**src/msa_rle_pkg.sv**
```systemverilog
// Shared types and constants for the run-length floppy image decoder.
// No dependencies; imported by every module of the block.
package msa_rle_pkg;

    localparam int SECTOR_BYTES_DEF = 512;
    localparam int POS_W            = 33;
    localparam int LEN_W            = 16;

    localparam logic [7:0] MARK_BYTE = 8'hE5;
    localparam logic [7:0] SIG_BYTE0 = 8'h0E;
    localparam logic [7:0] SIG_BYTE1 = 8'h0F;

    typedef enum logic [1:0] {
        KIND_RUN    = 2'd0,
        KIND_DONE   = 2'd1,
        KIND_ERROR  = 2'd2,
        KIND_BADSIG = 2'd3
    } kind_t;

    // controller -> datapath
    typedef struct packed {
        logic  emit;
        kind_t emit_kind;
        logic  emit_last;
        logic  lat_run_byte;
        logic  lat_spt;
        logic  lat_side;
        logic  lat_count_high;
        logic  lat_tracks;
        logic  cap_step1;
        logic  cap_step2;
        logic  load_bytes;
        logic  dec_bytes;
        logic  advance_pos;
        logic  dec_tracks;
        logic  marker_run;
    } cmd_t;

    // datapath -> controller
    typedef struct packed {
        logic sig_ok;
        logic is_mark;
        logic word_zero;
        logic word_raw;
        logic overflow;
        logic bytes_last;
        logic bytes_short;
        logic tracks_last;
        logic tracks_zero;
        logic out_free;
    } status_t;

endpackage

```
**src/msa_rle_ctrl.sv**
```systemverilog
// Parse controller: header, track length and token state machine.
// Depends on msa_rle_pkg; drives msa_rle_dp through cmd_t, reads status_t.
module msa_rle_ctrl
    import msa_rle_pkg::*;
(
    input  logic    clk,
    input  logic    rst_n,
    input  logic    in_valid,
    input  logic    start_of_file,
    input  status_t sts,
    output logic    in_ready,
    output cmd_t    cmd
);

    typedef enum logic [3:0] {
        PH_IDLE,
        PH_HEADER,
        PH_CAP1,
        PH_CAP2,
        PH_LEN_HI,
        PH_LEN_LO,
        PH_RAW,
        PH_TOKEN,
        PH_MVAL,
        PH_MCNT_HI,
        PH_MCNT_LO
    } phase_t;

    localparam logic [3:0] HDR_SIG0   = 4'd0;
    localparam logic [3:0] HDR_SIG1   = 4'd1;
    localparam logic [3:0] HDR_SPT    = 4'd3;
    localparam logic [3:0] HDR_SIDES  = 4'd5;
    localparam logic [3:0] HDR_TRK_HI = 4'd8;
    localparam logic [3:0] HDR_TRK_LO = 4'd9;

    phase_t     phase_reg, phase_next, eff_phase;
    logic [3:0] header_index_reg, header_index_next, eff_index;
    logic       track_is_raw_reg, track_is_raw_next;
    logic       busy, accept, do_run, done;

    always_comb
    begin
        cmd               = '0;
        phase_next        = phase_reg;
        header_index_next = header_index_reg;
        track_is_raw_next = track_is_raw_reg;
        do_run            = 1'b0;
        done              = 1'b0;

        busy      = (phase_reg == PH_CAP1) || (phase_reg == PH_CAP2);
        in_ready  = sts.out_free && !busy;
        accept    = in_valid && in_ready;
        eff_phase = start_of_file ? PH_HEADER : phase_reg;
        eff_index = start_of_file ? 4'd0 : header_index_reg;
        cmd.marker_run = (phase_reg == PH_MCNT_LO);

        if (busy)
        begin
            if (phase_reg == PH_CAP1)
            begin
                cmd.cap_step1 = 1'b1;
                phase_next    = PH_CAP2;
            end
            else
            begin
                cmd.cap_step2 = 1'b1;
                if (sts.tracks_zero)
                begin
                    cmd.emit      = 1'b1;
                    cmd.emit_kind = KIND_DONE;
                    cmd.emit_last = 1'b1;
                    phase_next    = PH_IDLE;
                end
                else
                begin
                    phase_next = PH_LEN_HI;
                end
            end
        end
        else if (accept)
        begin
            case (eff_phase)
                PH_IDLE:
                begin
                    phase_next = PH_IDLE;
                end
                PH_HEADER:
                begin
                    phase_next        = PH_HEADER;
                    header_index_next = eff_index + 4'd1;
                    case (eff_index)
                        HDR_SIG0:   cmd.lat_run_byte = 1'b1;
                        HDR_SIG1:
                        begin
                            if (!sts.sig_ok)
                            begin
                                cmd.emit      = 1'b1;
                                cmd.emit_kind = KIND_BADSIG;
                                cmd.emit_last = 1'b1;
                                phase_next    = PH_IDLE;
                            end
                        end
                        HDR_SPT:    cmd.lat_spt = 1'b1;
                        HDR_SIDES:  cmd.lat_side = 1'b1;
                        HDR_TRK_HI: cmd.lat_count_high = 1'b1;
                        HDR_TRK_LO:
                        begin
                            cmd.lat_tracks    = 1'b1;
                            header_index_next = eff_index;
                            phase_next        = PH_CAP1;
                        end
                        default: ;
                    endcase
                end
                PH_LEN_HI:
                begin
                    cmd.lat_count_high = 1'b1;
                    phase_next         = PH_LEN_LO;
                end
                PH_LEN_LO:
                begin
                    cmd.load_bytes    = 1'b1;
                    track_is_raw_next = sts.word_raw;
                    if (sts.word_zero)
                    begin
                        // empty track ends at once
                        cmd.dec_tracks = 1'b1;
                        if (sts.tracks_last)
                        begin
                            cmd.emit      = 1'b1;
                            cmd.emit_kind = KIND_DONE;
                            cmd.emit_last = 1'b1;
                            phase_next    = PH_IDLE;
                        end
                        else
                        begin
                            phase_next = PH_LEN_HI;
                        end
                    end
                    else
                    begin
                        phase_next = sts.word_raw ? PH_RAW : PH_TOKEN;
                    end
                end
                PH_RAW:
                begin
                    cmd.dec_bytes = 1'b1;
                    do_run        = 1'b1;
                end
                PH_TOKEN:
                begin
                    cmd.dec_bytes = 1'b1;
                    if (!sts.is_mark)
                    begin
                        do_run = 1'b1;
                    end
                    else if (sts.bytes_short)
                    begin
                        // marker cut off by end of track
                        cmd.emit      = 1'b1;
                        cmd.emit_kind = KIND_ERROR;
                        cmd.emit_last = 1'b1;
                        phase_next    = PH_IDLE;
                    end
                    else
                    begin
                        phase_next = PH_MVAL;
                    end
                end
                PH_MVAL:
                begin
                    cmd.dec_bytes    = 1'b1;
                    cmd.lat_run_byte = 1'b1;
                    phase_next       = PH_MCNT_HI;
                end
                PH_MCNT_HI:
                begin
                    cmd.dec_bytes      = 1'b1;
                    cmd.lat_count_high = 1'b1;
                    phase_next         = PH_MCNT_LO;
                end
                PH_MCNT_LO:
                begin
                    cmd.dec_bytes = 1'b1;
                    do_run        = 1'b1;
                end
                default:
                begin
                    phase_next = PH_IDLE;
                end
            endcase

            if (do_run)
            begin
                if (sts.overflow)
                begin
                    cmd.emit      = 1'b1;
                    cmd.emit_kind = KIND_ERROR;
                    cmd.emit_last = 1'b1;
                    phase_next    = PH_IDLE;
                end
                else
                begin
                    cmd.advance_pos = 1'b1;
                    done            = sts.bytes_last && sts.tracks_last;
                    if (sts.bytes_last)
                    begin
                        cmd.dec_tracks = 1'b1;
                        phase_next     = sts.tracks_last ? PH_IDLE : PH_LEN_HI;
                    end
                    else if (!track_is_raw_reg)
                    begin
                        phase_next = PH_TOKEN;
                    end
                    if (cmd.marker_run && sts.word_zero)
                    begin
                        // zero count writes nothing
                        cmd.emit      = done;
                        cmd.emit_kind = KIND_DONE;
                        cmd.emit_last = 1'b1;
                    end
                    else
                    begin
                        cmd.emit      = 1'b1;
                        cmd.emit_kind = KIND_RUN;
                        cmd.emit_last = done;
                    end
                end
            end
        end
    end

    always_ff @(posedge clk or negedge rst_n)
    begin
        if (!rst_n)
        begin
            phase_reg        <= PH_IDLE;
            header_index_reg <= 4'd0;
            track_is_raw_reg <= 1'b0;
        end
        else
        begin
            phase_reg        <= phase_next;
            header_index_reg <= header_index_next;
            track_is_raw_reg <= track_is_raw_next;
        end
    end

endmodule

```
**src/msa_rle_dp.sv**
```systemverilog
// Datapath: header latches, capacity product, track counters, output register.
// Depends on msa_rle_pkg; controlled by msa_rle_ctrl.
module msa_rle_dp
    import msa_rle_pkg::*;
#(
    parameter int SECTOR_BYTES = SECTOR_BYTES_DEF
)
(
    input  logic              clk,
    input  logic              rst_n,
    input  logic              out_ready,
    input  logic [7:0]        in_byte,
    input  cmd_t              cmd,
    output status_t           sts,
    output logic              out_valid,
    output kind_t             kind,
    output logic [7:0]        run_value,
    output logic [LEN_W-1:0]  run_length,
    output logic [POS_W-1:0]  out_position,
    output logic              last
);

    localparam int SB_W   = $clog2(SECTOR_BYTES + 1);
    localparam int RAW_W  = 8 + SB_W;
    localparam int PROD_W = RAW_W + 8;
    localparam int CAPP_W = PROD_W + 16;

    logic [7:0]        run_byte_reg;
    logic [7:0]        count_high_reg;
    logic [RAW_W-1:0]  raw_len_reg;
    logic [7:0]        side_reg;
    logic [15:0]       tracks_reg;
    logic [PROD_W-1:0] prod_reg;
    logic [POS_W-1:0]  cap_reg;
    logic [23:0]       tracks_left_reg;
    logic [15:0]       bytes_left_reg;
    logic [POS_W-1:0]  wpos_reg;

    logic              out_valid_reg;
    kind_t             kind_reg;
    logic [7:0]        value_reg;
    logic [LEN_W-1:0]  length_reg;
    logic [POS_W-1:0]  pos_reg;
    logic              last_reg;

    logic [15:0]       word;
    logic [LEN_W-1:0]  run_len;
    logic [7:0]        run_val;
    logic [POS_W:0]    run_end;
    logic [CAPP_W-1:0] cap_full;

    assign word     = {count_high_reg, in_byte};
    assign run_len  = cmd.marker_run ? word : LEN_W'(1);
    assign run_val  = cmd.marker_run ? run_byte_reg : in_byte;
    assign run_end  = {1'b0, wpos_reg} + (POS_W + 1)'(run_len);
    assign cap_full = CAPP_W'(prod_reg) * CAPP_W'(tracks_reg);

    always_comb
    begin
        sts.sig_ok      = (run_byte_reg == SIG_BYTE0) && (in_byte == SIG_BYTE1);
        sts.is_mark     = (in_byte == MARK_BYTE);
        sts.word_zero   = (word == 16'd0);
        sts.word_raw    = (RAW_W'(word) == raw_len_reg);
        sts.overflow    = (run_end > {1'b0, cap_reg});
        sts.bytes_last  = (bytes_left_reg == 16'd1);
        sts.bytes_short = (bytes_left_reg < 16'd4);
        sts.tracks_last = (tracks_left_reg == 24'd1);
        sts.tracks_zero = (tracks_left_reg == 24'd0);
        sts.out_free    = !out_valid_reg || out_ready;
    end

    always_ff @(posedge clk)
    begin
        if (cmd.lat_run_byte)
            run_byte_reg <= in_byte;
        if (cmd.lat_count_high)
            count_high_reg <= in_byte;
        if (cmd.lat_spt)
            raw_len_reg <= RAW_W'(in_byte) * RAW_W'(SECTOR_BYTES);
        if (cmd.lat_side)
            side_reg <= in_byte + 8'd1;
        if (cmd.lat_tracks)
        begin
            tracks_reg <= word + 16'd1;
            wpos_reg   <= '0;
        end
        else if (cmd.advance_pos)
        begin
            wpos_reg <= run_end[POS_W-1:0];
        end
        if (cmd.cap_step1)
        begin
            prod_reg        <= PROD_W'(raw_len_reg) * PROD_W'(side_reg);
            tracks_left_reg <= 24'(tracks_reg) * 24'(side_reg);
        end
        else if (cmd.dec_tracks)
        begin
            tracks_left_reg <= tracks_left_reg - 24'd1;
        end
        if (cmd.cap_step2)
            cap_reg <= (cap_full[CAPP_W-1:POS_W] != '0) ? '1 : cap_full[POS_W-1:0];
        if (cmd.load_bytes)
            bytes_left_reg <= word;
        else if (cmd.dec_bytes)
            bytes_left_reg <= bytes_left_reg - 16'd1;

        if (cmd.emit)
        begin
            kind_reg   <= cmd.emit_kind;
            last_reg   <= cmd.emit_last;
            value_reg  <= (cmd.emit_kind == KIND_RUN) ? run_val : 8'd0;
            length_reg <= (cmd.emit_kind == KIND_RUN) ? run_len : '0;
            pos_reg    <= (cmd.emit_kind == KIND_BADSIG) ? '0 : wpos_reg;
        end
    end

    always_ff @(posedge clk or negedge rst_n)
    begin
        if (!rst_n)
            out_valid_reg <= 1'b0;
        else
            out_valid_reg <= cmd.emit || (out_valid_reg && !out_ready);
    end

    assign out_valid    = out_valid_reg;
    assign kind         = kind_reg;
    assign run_value    = value_reg;
    assign run_length   = length_reg;
    assign out_position = pos_reg;
    assign last         = last_reg;

endmodule

```
**src/msa_disk_image_rle_decoder_core.sv**
```systemverilog
// Timing: a result sits in the output register the cycle after its byte transfers;
// the completion after a header with no tracks shows up after the two capacity steps
// (PH_CAP1, PH_CAP2). Throughput: one byte per cycle while the output side drains
// and the parser is not busy; in_ready is low during the two multiply steps after the last header byte.
// Reset: rst_n (async, low) returns the parser to idle and empties the output.
// Depends on msa_rle_pkg, msa_rle_ctrl and msa_rle_dp.
module msa_disk_image_rle_decoder_core
    import msa_rle_pkg::*;
#(
    parameter int SECTOR_BYTES = SECTOR_BYTES_DEF
)
(
    input  logic              clk,
    input  logic              rst_n,
    input  logic              in_valid,
    output logic              in_ready,
    input  logic              start_of_file,
    input  logic [7:0]        in_byte,
    output logic              out_valid,
    input  logic              out_ready,
    output logic [1:0]        kind,
    output logic [7:0]        run_value,
    output logic [LEN_W-1:0]  run_length,
    output logic [POS_W-1:0]  out_position,
    output logic              last
);

    // The controller walks header, track length and token phases; every
    // decision it takes uses status flags formed in the datapath from the
    // current input byte and the stored counters. A transfer on the input
    // happens only when the output register is free or being emptied, so any
    // byte may produce a result without a second holding stage.

    cmd_t    cmd;
    status_t sts;
    kind_t   kind_int;

    msa_rle_ctrl u_ctrl (
        .clk           (clk),
        .rst_n         (rst_n),
        .in_valid      (in_valid),
        .start_of_file (start_of_file),
        .sts           (sts),
        .in_ready      (in_ready),
        .cmd           (cmd)
    );

    // Datapath holds the capacity (saturated at 2^33-1), the write position,
    // the remaining track and byte counts, and the output register.
    msa_rle_dp #(
        .SECTOR_BYTES (SECTOR_BYTES)
    ) u_dp (
        .clk          (clk),
        .rst_n        (rst_n),
        .out_ready    (out_ready),
        .in_byte      (in_byte),
        .cmd          (cmd),
        .sts          (sts),
        .out_valid    (out_valid),
        .kind         (kind_int),
        .run_value    (run_value),
        .run_length   (run_length),
        .out_position (out_position),
        .last         (last)
    );

    assign kind = kind_int;

endmodule

```
**config.mk**
```make
export PLATFORM = sky130hd
export DESIGN_NAME = msa_disk_image_rle_decoder_core
export DESIGN_NICKNAME = d
export VERILOG_FILES = /design/src/msa_rle_pkg.sv /design/src/msa_rle_ctrl.sv /design/src/msa_rle_dp.sv /design/src/msa_disk_image_rle_decoder_core.sv
export SDC_FILE = /design/constraint.sdc
export NUM_CORES = 1
export LEC_CHECK = 0
export BUFFER_PORTS_ARGS = -buffer_cell sky130_fd_sc_hd__buf_2
export CORE_MARGIN = 2
export CORE_UTILIZATION = 40
export CTS_CLUSTER_SIZE = 16
export DETAILED_ROUTE_END_ITERATION = 10
export HOLD_SLACK_MARGIN = 0.15
export SLEW_MARGIN = 10
export SYNTH_ARGS = -nofsm -noshare
export SYNTH_HDL_FRONTEND = slang
export SYNTH_SLANG_ARGS = --single-unit
export TNS_END_PERCENT = 100
```
**constraint.sdc**
```tcl
create_clock -name clk -period 10.1 [get_ports clk]
set_input_delay 2.525 -clock clk [delete_from_list [all_inputs] [get_ports clk]]
set_output_delay 2.525 -clock clk [all_outputs]
set_load 0.01 [all_outputs]
```
==> results of run 1 <==
==> cell families (layout without fill, tap and decap cells) <==
logic type,after synthesis,in the layout
buffers and inverters,530,566
other,0,1
AOI/OAI and AO/OA,329,329
xor gates and xnor gates,136,136
muxes,23,23
and+or+nand+nor,990,990
adders and majority gates,563,563
DFF,232,232
==> final timing paths <==
check	startpoint	end	slack, ns	cells past startpoint
max	in_byte[4]	u_dp.tracks_left_reg[13]	1.71	25
min	u_dp.wpos_reg[14]	u_dp.wpos_reg[14]	0.51	2
max reg2reg	u_ctrl.phase_reg[1]	u_dp.tracks_left_reg[13]	2.69	28
min reg2reg	u_dp.wpos_reg[14]	u_dp.wpos_reg[14]	0.51	2
max in group asynchronous	rst_n	u_ctrl.phase_reg[2]	7.97	1
min in group asynchronous	rst_n	u_ctrl.phase_reg[3]	1.87	1
==> routing by layer <==
metal	part of all wire	track usage	vias to the layer above
li1	-	-	9104
met1	0.45	0.266	9601
met2	0.47	0.326	500
met3	0.051	0.0285	118
met4	0.030	0.0631	0
met5	0	0	-
==> critical path: stages <==
cell	delay, ns
buf_2	0.19
inv_1	0.12
nor4_1	0.68
ha_1	0.30
nor3_1	0.10
nand2_1	0.08
a21oi_1	0.06
nor3b_1	0.38
or2_1	0.18
a31oi_1	0.11
nand2b_1	0.52
nor2_1	0.27
xor2_1	0.19
ha_1	0.27
a21o_1	0.19
a21o_1	0.18
a21oi_1	0.14
o21a_1	0.14
o211ai_1	0.09
a22oi_1	0.26
nand3_1	0.35
nor2_1	0.55
a21oi_1	0.22
o21ai_2	0.18
buf_4	0.33
==> placed cells by master (no fill, tap or decap), drive strengths merged, types with 23 or more instances in the layout <==
cell / instances
inv: 424
nand2: 359
fa: 316
and2: 265
ha: 247
edfxtp: 189
nor2: 124
a21oi: 100
buf: 99
o21ai: 89
xnor2: 86
xor2: 50
nor2b: 45
a21o: 34
nand3: 33
dfxtp: 33
nor3: 33
clkbuf: 29
nand2b: 28
and3: 24
mux2i: 23
==> final cells by class <==
type | count | share of cell area
Timing Repair Buffer | 99 | 0.0194
Sequential cell | 232 | 0.229
Antenna cell | 1 | 0.0000868
Inverter | 417 | 0.0543
Tap cell | 864 | 0.0375
Multi-Input combinational cell | 2041 | 0.625
Clock buffer | 29 | 0.0244
Clock inverter | 21 | 0.0106
==> through the flow <==
step,cells,area (um^2),setup slack (ns)
final,3704,28800,1.71
after global routing,3703,28800,1.33
after CTS,3703,28800,1.84
after detailed placement,3653,27800,1.29
after global placement,3653,27800,1.38
after floorplan,2803,26600,0.000446
==> flow_summary.toml, run 1 <==
[cts]
htree_levels = 1
cts.clk_slew.worst_paths_ns = 0.06
post_cts_buffers = 0
clk_latency_ns = 0.56
cts_buffer_depth = 3
cts_sinks = 232
cts_resized = 0
clockRootBuffer = "clkbuf_16"
numCtsBuffers = 27
ctsHoldBuffers = 0
cts_tree = "built"

[yosys]
syn_inst = 2803
syn_area_mm2 = 0.0266
synth_common_cells = "inv_1, nand2_1, fa_1"
ys_top_cells_by_area = "fa_1, edfxtp_1, ha_1"
yosys_warnings = 0
synth_top_family_by_area = "adder cells"
synth_area_per_cell_um2 = 9.50
synth_largest_area_cell = "fa_1"
synth_ff_type = "edfxtp_1"
synth.most_common_cell = "inv_1"
synthXorXnorAreaFrac = 0.0447
synth_simple_gate_area_share = 0.189
ys_types = 83
synth.top_cell.area_share = 0.238
synth-edff-count = 189
synthAdderAreaFrac = 0.354
synth_compound_area_frac = 0.0791
yosys_register_bits = 232
seq_area_frac_synth = 0.247
async_flop_share = 0.0431
syn-num-nets = 3379
synth_mux_area_frac = 0.00864

[outcome]
outcome = "finished, final reports clean"

[finish]
drive_gt1_frac = 0.0701
multi_input_area_mm2 = 0.0180
syn_to_final_growth_pct = 8.20
fillCellCount = 6292
seq_area_mm2 = 0.00659
post-route-util = 0.437
layout.nets = 3394

[routing]
postRouteAntennaNets = 0
wl_um = 66500
drc = 0
dr.pass1.iters = 7
vias = 19323
viasPerCell = 5.22
wl_per_cell_um = 17.9
first_iter_violations = 1301

[critical_path]
worst_setup_path_start_kind = "primary input"
path_max_fanout = 24
crit_required_ns = 10.32
cp.arrival_ns = 8.61
end_kind = "flop"
critPathKind = "in2reg"

[timing]
max_slew_margin = 0.285
min_period_ns = 8.39
setup_tns_ns = 0
final.period_utilization = 0.831
setup_viol_count_final = 0
drv_slew = 0
timing.fmax_ghz = 0.119
hold_ws_ns = 0.506
fin_skew_ns = 0.0164
tightestPinTransition_ns = 1.07
finalHoldViolations = 0
rsz0062_at_grt = "no"

[global_route]
track_usage = 0.197
grt_pass1_wl_um = 108000
grt-ovfl-total = 0
antenna_found_initial = 1
grt_pass1_vias = 20316
grt_start_max_net_pins = 62

[die]
die_area_mm2 = 0.0687
rows = 94
die_y_um = 262
io_pins = 75
start_util = 0.404
die_x_um = 262
core-area_mm2 = 0.0659

[placed_design]
place.gp.congestion = 0.916
port_buffers = 74
hpwl_um = 50500

[hold_path]
hold_class = "reg2reg"

[flow_run]
max_cap_viol_count = 0
Power of run 1 is not shown: default switching activity piles up to over one toggle a cycle in this logic, so the estimate is an artifact.
==> run 2: changes to the inputs <==
Settings changed: ABC_AREA set to 1.
Clock period 10.1 ns to 6.97 ns, I/O delays scaled along.
==> run 2 against run 1 <==
Count of clock-buffer cells in the layout grew 3. First-iteration DRC count grew 13%. Non-clock buffer count is 57 higher. Flip-flop and latch count unchanged. Register-to-register slack lost 2.3 ns. Worst hold slack worse by 0.014 ns. Via count increased by 9.5%. Worst setup slack worse by 1.3 ns. Critical endpoint is now u_dp.cap_reg[18]. Largest cell class unchanged.
==> flow_summary.toml, run 2 <==
[outcome]
outcome = "finished, final reports clean"

[cts]
post_cts_buffers = 0
clk_latency_ns = 0.58
ctsHoldBuffers = 0
cts.clk_slew.worst_paths_ns = 0.06
cts_tree = "built"
numCtsBuffers = 28
clockRootBuffer = "clkbuf_16"
cts_sinks = 232
cts_resized = 0
cts_buffer_depth = 3
htree_levels = 1

[global_route]
antenna_found_initial = 0
grt_pass1_wl_um = 109000
grt_pass1_vias = 21340
grt_start_max_net_pins = 61
grt-ovfl-total = 0
track_usage = 0.192

[timing]
fin_skew_ns = 0.0154
final.period_utilization = 0.944
setup_tns_ns = 0
rsz0062_at_grt = "no"
min_period_ns = 6.58
setup_viol_count_final = 0
tightestPinTransition_ns = 1.18
timing.fmax_ghz = 0.152
finalHoldViolations = 0
max_slew_margin = 0.205
drv_slew = 0

[yosys]
syn-num-nets = 3950
ys_top_cells_by_area = "fa_1, edfxtp_1, inv_1"
synth_top_family_by_area = "adder cells"
syn_area_mm2 = 0.0274
ys_types = 53
synth_compound_area_frac = 0.0698
synth_area_per_cell_um2 = 8.11
synthAdderAreaFrac = 0.344
synth.top_cell.area_share = 0.231
yosys_register_bits = 232
synth_ff_type = "edfxtp_1"
synth_simple_gate_area_share = 0.173
seq_area_frac_synth = 0.241
synth-edff-count = 189
syn_inst = 3374
synthXorXnorAreaFrac = 0.0362
synth_largest_area_cell = "fa_1"
synth_mux_area_frac = 0
async_flop_share = 0.0431
synth_common_cells = "inv_1, nand2_1, fa_1"
synth.most_common_cell = "inv_1"
yosys_warnings = 0

[finish]
antennaDiodeCount = 0
syn_to_final_growth_pct = 9.58
drive_gt1_frac = 0.0726
layout.nets = 4011
final_cell_mix = "inv_1, nand2_1, fa_1, ha_1, edfxtp_1"
layout_commonest_cell = "inv_1"

[critical_path]
critical_path.top_delay_family = "adder cells"
worst_setup_path_start_kind = "flop"
crit_required_ns = 7.27
cp.arrival_ns = 6.88
path_max_fanout = 25
end_kind = "flop"
crit_top_cell = "fa_1"
slowest_delay_ns = 0.90
worst-path-buf-inv = 6
critPathKind = "reg2reg"
slowest_stage = "edfxtp_1"

[hold_path]
hold_class = "reg2reg"

[die]
core-area_mm2 = 0.0674
start_util = 0.406
rows = 95
die_y_um = 266
die_x_um = 266
die_area_mm2 = 0.0705
io_pins = 75

[routing]
wl_per_cell_um = 15.3
vias = 21165
drc = 0
postRouteAntennaNets = 0
dr.pass1.iters = 6
wl_um = 66200
viasPerCell = 4.89
first_iter_violations = 1466

[placed_design]
port_buffers = 74
hpwl_um = 52500
place.gp.congestion = 0.887

[flow_run]
max_cap_viol_count = 0
-- run 2: cell types whose count changed after synthesis, sizes merged, moves of 23 or more --
cell    previous run  this run
xor2              50        76
a21oi            100       172
nand2b            28         0
and2             265         1
mux2i             23         0
nor2             124       184
a21o              34         6
nor2b             45         0
and3              24         0
nand4             18        42
nand3             33        67
inv              416       841
nand2            359       786
xnor2             86        37
-- run 2: per-stage QoR --
| stage | worst slack, ns | cells | hold slack, ns | instance area [um^2] | util |
|---|---|---|---|---|---|
| 3_5_place_dp | 0.347 | 4259 | 0.479 | 28900 | 0.428 |
| 6_report | 0.391 | 4330 | 0.492 | 30000 | 0.445 |
| 5_1_grt | 0.00150 | 4330 | 0.509 | 30000 | 0.445 |
| 3_3_place_gp | 0.382 | 4259 | 0.454 | 28900 | 0.428 |
| 2_1_floorplan | 0.279 | 3374 | 0.445 | 27400 | - |
| 4_1_cts | 0.325 | 4311 | 0.488 | 29800 | 0.442 |
-- run 2: final timing paths --
kind	to	depth (start not counted)	slack, ns	start
hold reg to reg	u_dp.wpos_reg[11]	2	0.49	u_dp.wpos_reg[11]
min in group asynchronous	u_ctrl.track_is_raw_reg	1	1.04	rst_n
setup / recovery	u_dp.cap_reg[18]	25	0.39	u_dp.tracks_reg[6]
max in group asynchronous	u_ctrl.phase_reg[1]	1	5.72	rst_n
setup reg to reg	u_dp.cap_reg[18]	25	0.39	u_dp.tracks_reg[6]
hold / removal	u_dp.wpos_reg[11]	2	0.49	u_dp.wpos_reg[11]
-- run 2: tightest hold or removal path: cells and delay by family, from the launching register on --
kind | cells | cell delay [ns]
flip-flops | 1 | 0.33
AND/OR/NAND/NOR | 1 | 0.07
AO/OA/AOI/OAI | 1 | 0.05
-- run 2: cell type report --
| class | instances | area (um^2) |
|---|---|---|
| Fill cell | 6633 | 37400 |
| Clock buffer | 32 | 747 |
| Sequential cell | 232 | 6590 |
| Inverter | 842 | 3160 |
| Multi-Input combinational cell | 2175 | 17100 |
| Timing Repair Buffer | 156 | 1100 |
| Clock inverter | 20 | 203 |
| Tap cell | 873 | 1090 |
-- run 2: cell families (layout without fill, tap and decap cells) --
| logic type | Yosys count | after routing |
|---|---|---|
| simple gates | 1155 | 1155 |
| buf+inv | 967 | 1050 |
| fa+ha+maj | 563 | 563 |
| compound gates | 344 | 344 |
| flops | 232 | 232 |
| xor+xnor | 113 | 113 |
-- run 2: layer usage --
| metal | track usage | vias to the layer above | part of all wire |
|---|---|---|---|
| li1 | - | 10421 | - |
| met5 | 0 | - | 0 |
| met3 | 0.0211 | 80 | 0.047 |
| met4 | 0.0395 | 0 | 0.018 |
| met1 | 0.264 | 10182 | 0.46 |
| met2 | 0.326 | 482 | 0.47 |
Power of run 2 is left out for the same reason.
==> run 3: changes to the inputs <==
Settings changed: CORE_MARGIN 2 to unset, CTS_CLUSTER_DIAMETER set to 200.
==> run 3 against run 2 <==
Cell count fell by 0.81%. Via count fell by 0.32%. Count of clock-buffer cells in the layout fell by 1. Maximum frequency fell by 0.72%. Highest routed layer unchanged. Critical endpoint is now u_dp.cap_reg[9].
==> flow_summary.toml, run 3 (synthesis gave the netlist of run 2 again) <==
[critical_path]
cp-endpoint = "u_dp.cap_reg[9]"
cp.depth = 25
critical_path.top_delay_family = "adder cells"
r2r_slack_ns = 0.34
crit_required_ns = 7.22
crit_top_cell = "fa_1"
path_max_fanout = 25
slowest_delay_ns = 0.84
timing.rr.end = "u_dp.cap_reg[9]"
reg2reg_from = "u_dp.tracks_reg[5]"
critPathKind = "reg2reg"
worst-path-buf-inv = 6
cp.arrival_ns = 6.87
crit_path_start = "u_dp.tracks_reg[5]"
reg2regPathDepth = 25
worst_setup_path_start_kind = "flop"
slowest_stage = "edfxtp_1"
end_kind = "flop"

[timing]
max_slew_margin = 0.191
timing.fmax_ghz = 0.151
finalHoldViolations = 0
fin_skew_ns = 0.0329
drv_slew = 0
setup_tns_ns = 0
setup_viol_count_final = 0
hold_ws_ns = 0.477
rsz0062_at_grt = "no"
tightestPinTransition_ns = 1.20
final.period_utilization = 0.951
min_period_ns = 6.63

[cts]
clk_latency_ns = 0.54
cts_sinks = 232
cts.clk_slew.worst_paths_ns = 0.09
cts_tree = "built"
numCtsBuffers = 18
htree_levels = 1
clockRootBuffer = "clkbuf_16"
ctsHoldBuffers = 0
cts_buffer_depth = 3

[global_route]
track_usage = 0.194
grt_pass1_wl_um = 110000
grt_pass1_vias = 21460
grt-ovfl-total = 0
grt_start_max_net_pins = 61
antenna_found_initial = 0

[die]
rows = 95
start_util = 0.406
die_y_um = 264
die_area_mm2 = 0.0694
die_x_um = 264
core-area_mm2 = 0.0674
io_pins = 75

[finish]
drive_gt1_frac = 0.0614
antennaDiodeCount = 0
syn_to_final_growth_pct = 7.51
final_cell_mix = "inv_1, nand2_1, fa_1, ha_1, edfxtp_1"
layout.nets = 3986
layout_commonest_cell = "inv_1"

[flow_run]
max_cap_viol_count = 0

[routing]
postRouteAntennaNets = 0
dr.pass1.iters = 6
viasPerCell = 4.91
drc = 0
wl_um = 65800
wl_per_cell_um = 15.3
vias = 21097
first_iter_violations = 1267

[placed_design]
hpwl_um = 52900
port_buffers = 74
place.gp.congestion = 0.898

[outcome]
outcome = "finished, final reports clean"

[hold_path]
hold_class = "reg2reg"
run 3: routing by layer:
layer,vias up,global-route usage,wire (um)
met2,461,0.328,31000
li1,10368,-,-
met3,72,0.0175,3130
met5,-,0,0
met4,0,0.0443,1360
met1,10196,0.269,30400
run 3: per-stage QoR:
step,setup slack [ns],instance area (um^2),instances,util
6_report,0.344,29400,4295,0.436
5_1_grt,0.00518,29400,4295,0.436
4_1_cts,0.320,29400,4291,0.436
3_5_place_dp,0.323,28800,4259,0.428
3_3_place_gp,0.390,28800,4259,0.428
2_1_floorplan,0.279,27400,3374,-
run 3: worst min-delay path by stage:
stage,from,endpoint,slack (ns),cells past startpoint
finish,u_dp.wpos_reg[31],u_dp.wpos_reg[31],0.48,2
global route,u_dp.wpos_reg[15],u_dp.wpos_reg[15],0.51,2
global placement,u_dp.wpos_reg[31],u_dp.wpos_reg[31],0.46,2
CTS,u_dp.wpos_reg[31],u_dp.wpos_reg[31],0.48,2
detailed placement,u_dp.wpos_reg[31],u_dp.wpos_reg[31],0.47,2
floorplan,u_dp.wpos_reg[31],u_dp.wpos_reg[31],0.44,2
run 3: repair_timing:
action | 4_1_cts | 5_1_grt
buffers inserted | 0 | 4
resized for setup | 0 | 0
setup endpoints to repair | 0 | 4
hold endpoints to repair | 0 | 0
run 3: area by class of cell:
class	count	area [um^2]
fill	6657	38000
tap	873	1090
inverter	842	3160
timing repair buffer	141	948
clock inverter	1	8.76
clock buffer	31	524
multi-input combinational	2175	17100
sequential	232	6590
run 3: worst register-to-register path: stages, from the launching register on:
cell and delay (ns):
edfxtp_1 0.84, buf_4 0.27, nand2_1 0.05, inv_1 0.10, fa_1 0.42, inv_1 0.08, fa_1 0.43, fa_1 0.43
fa_1 0.49, inv_1 0.05, fa_1 0.55, fa_1 0.42, ha_1 0.36, inv_1 0.08, o21ai_0 0.25, nor2_1 0.13
o21ai_0 0.21, a21oi_2 0.07, o21ai_1 0.20, nand2_1 0.07, nand2_1 0.08, xnor2_1 0.11, nand3_1 0.09, nor2_2 0.09
buf_4 0.28, nand4_1 0.17
Power of run 3 is left out for the same reason.
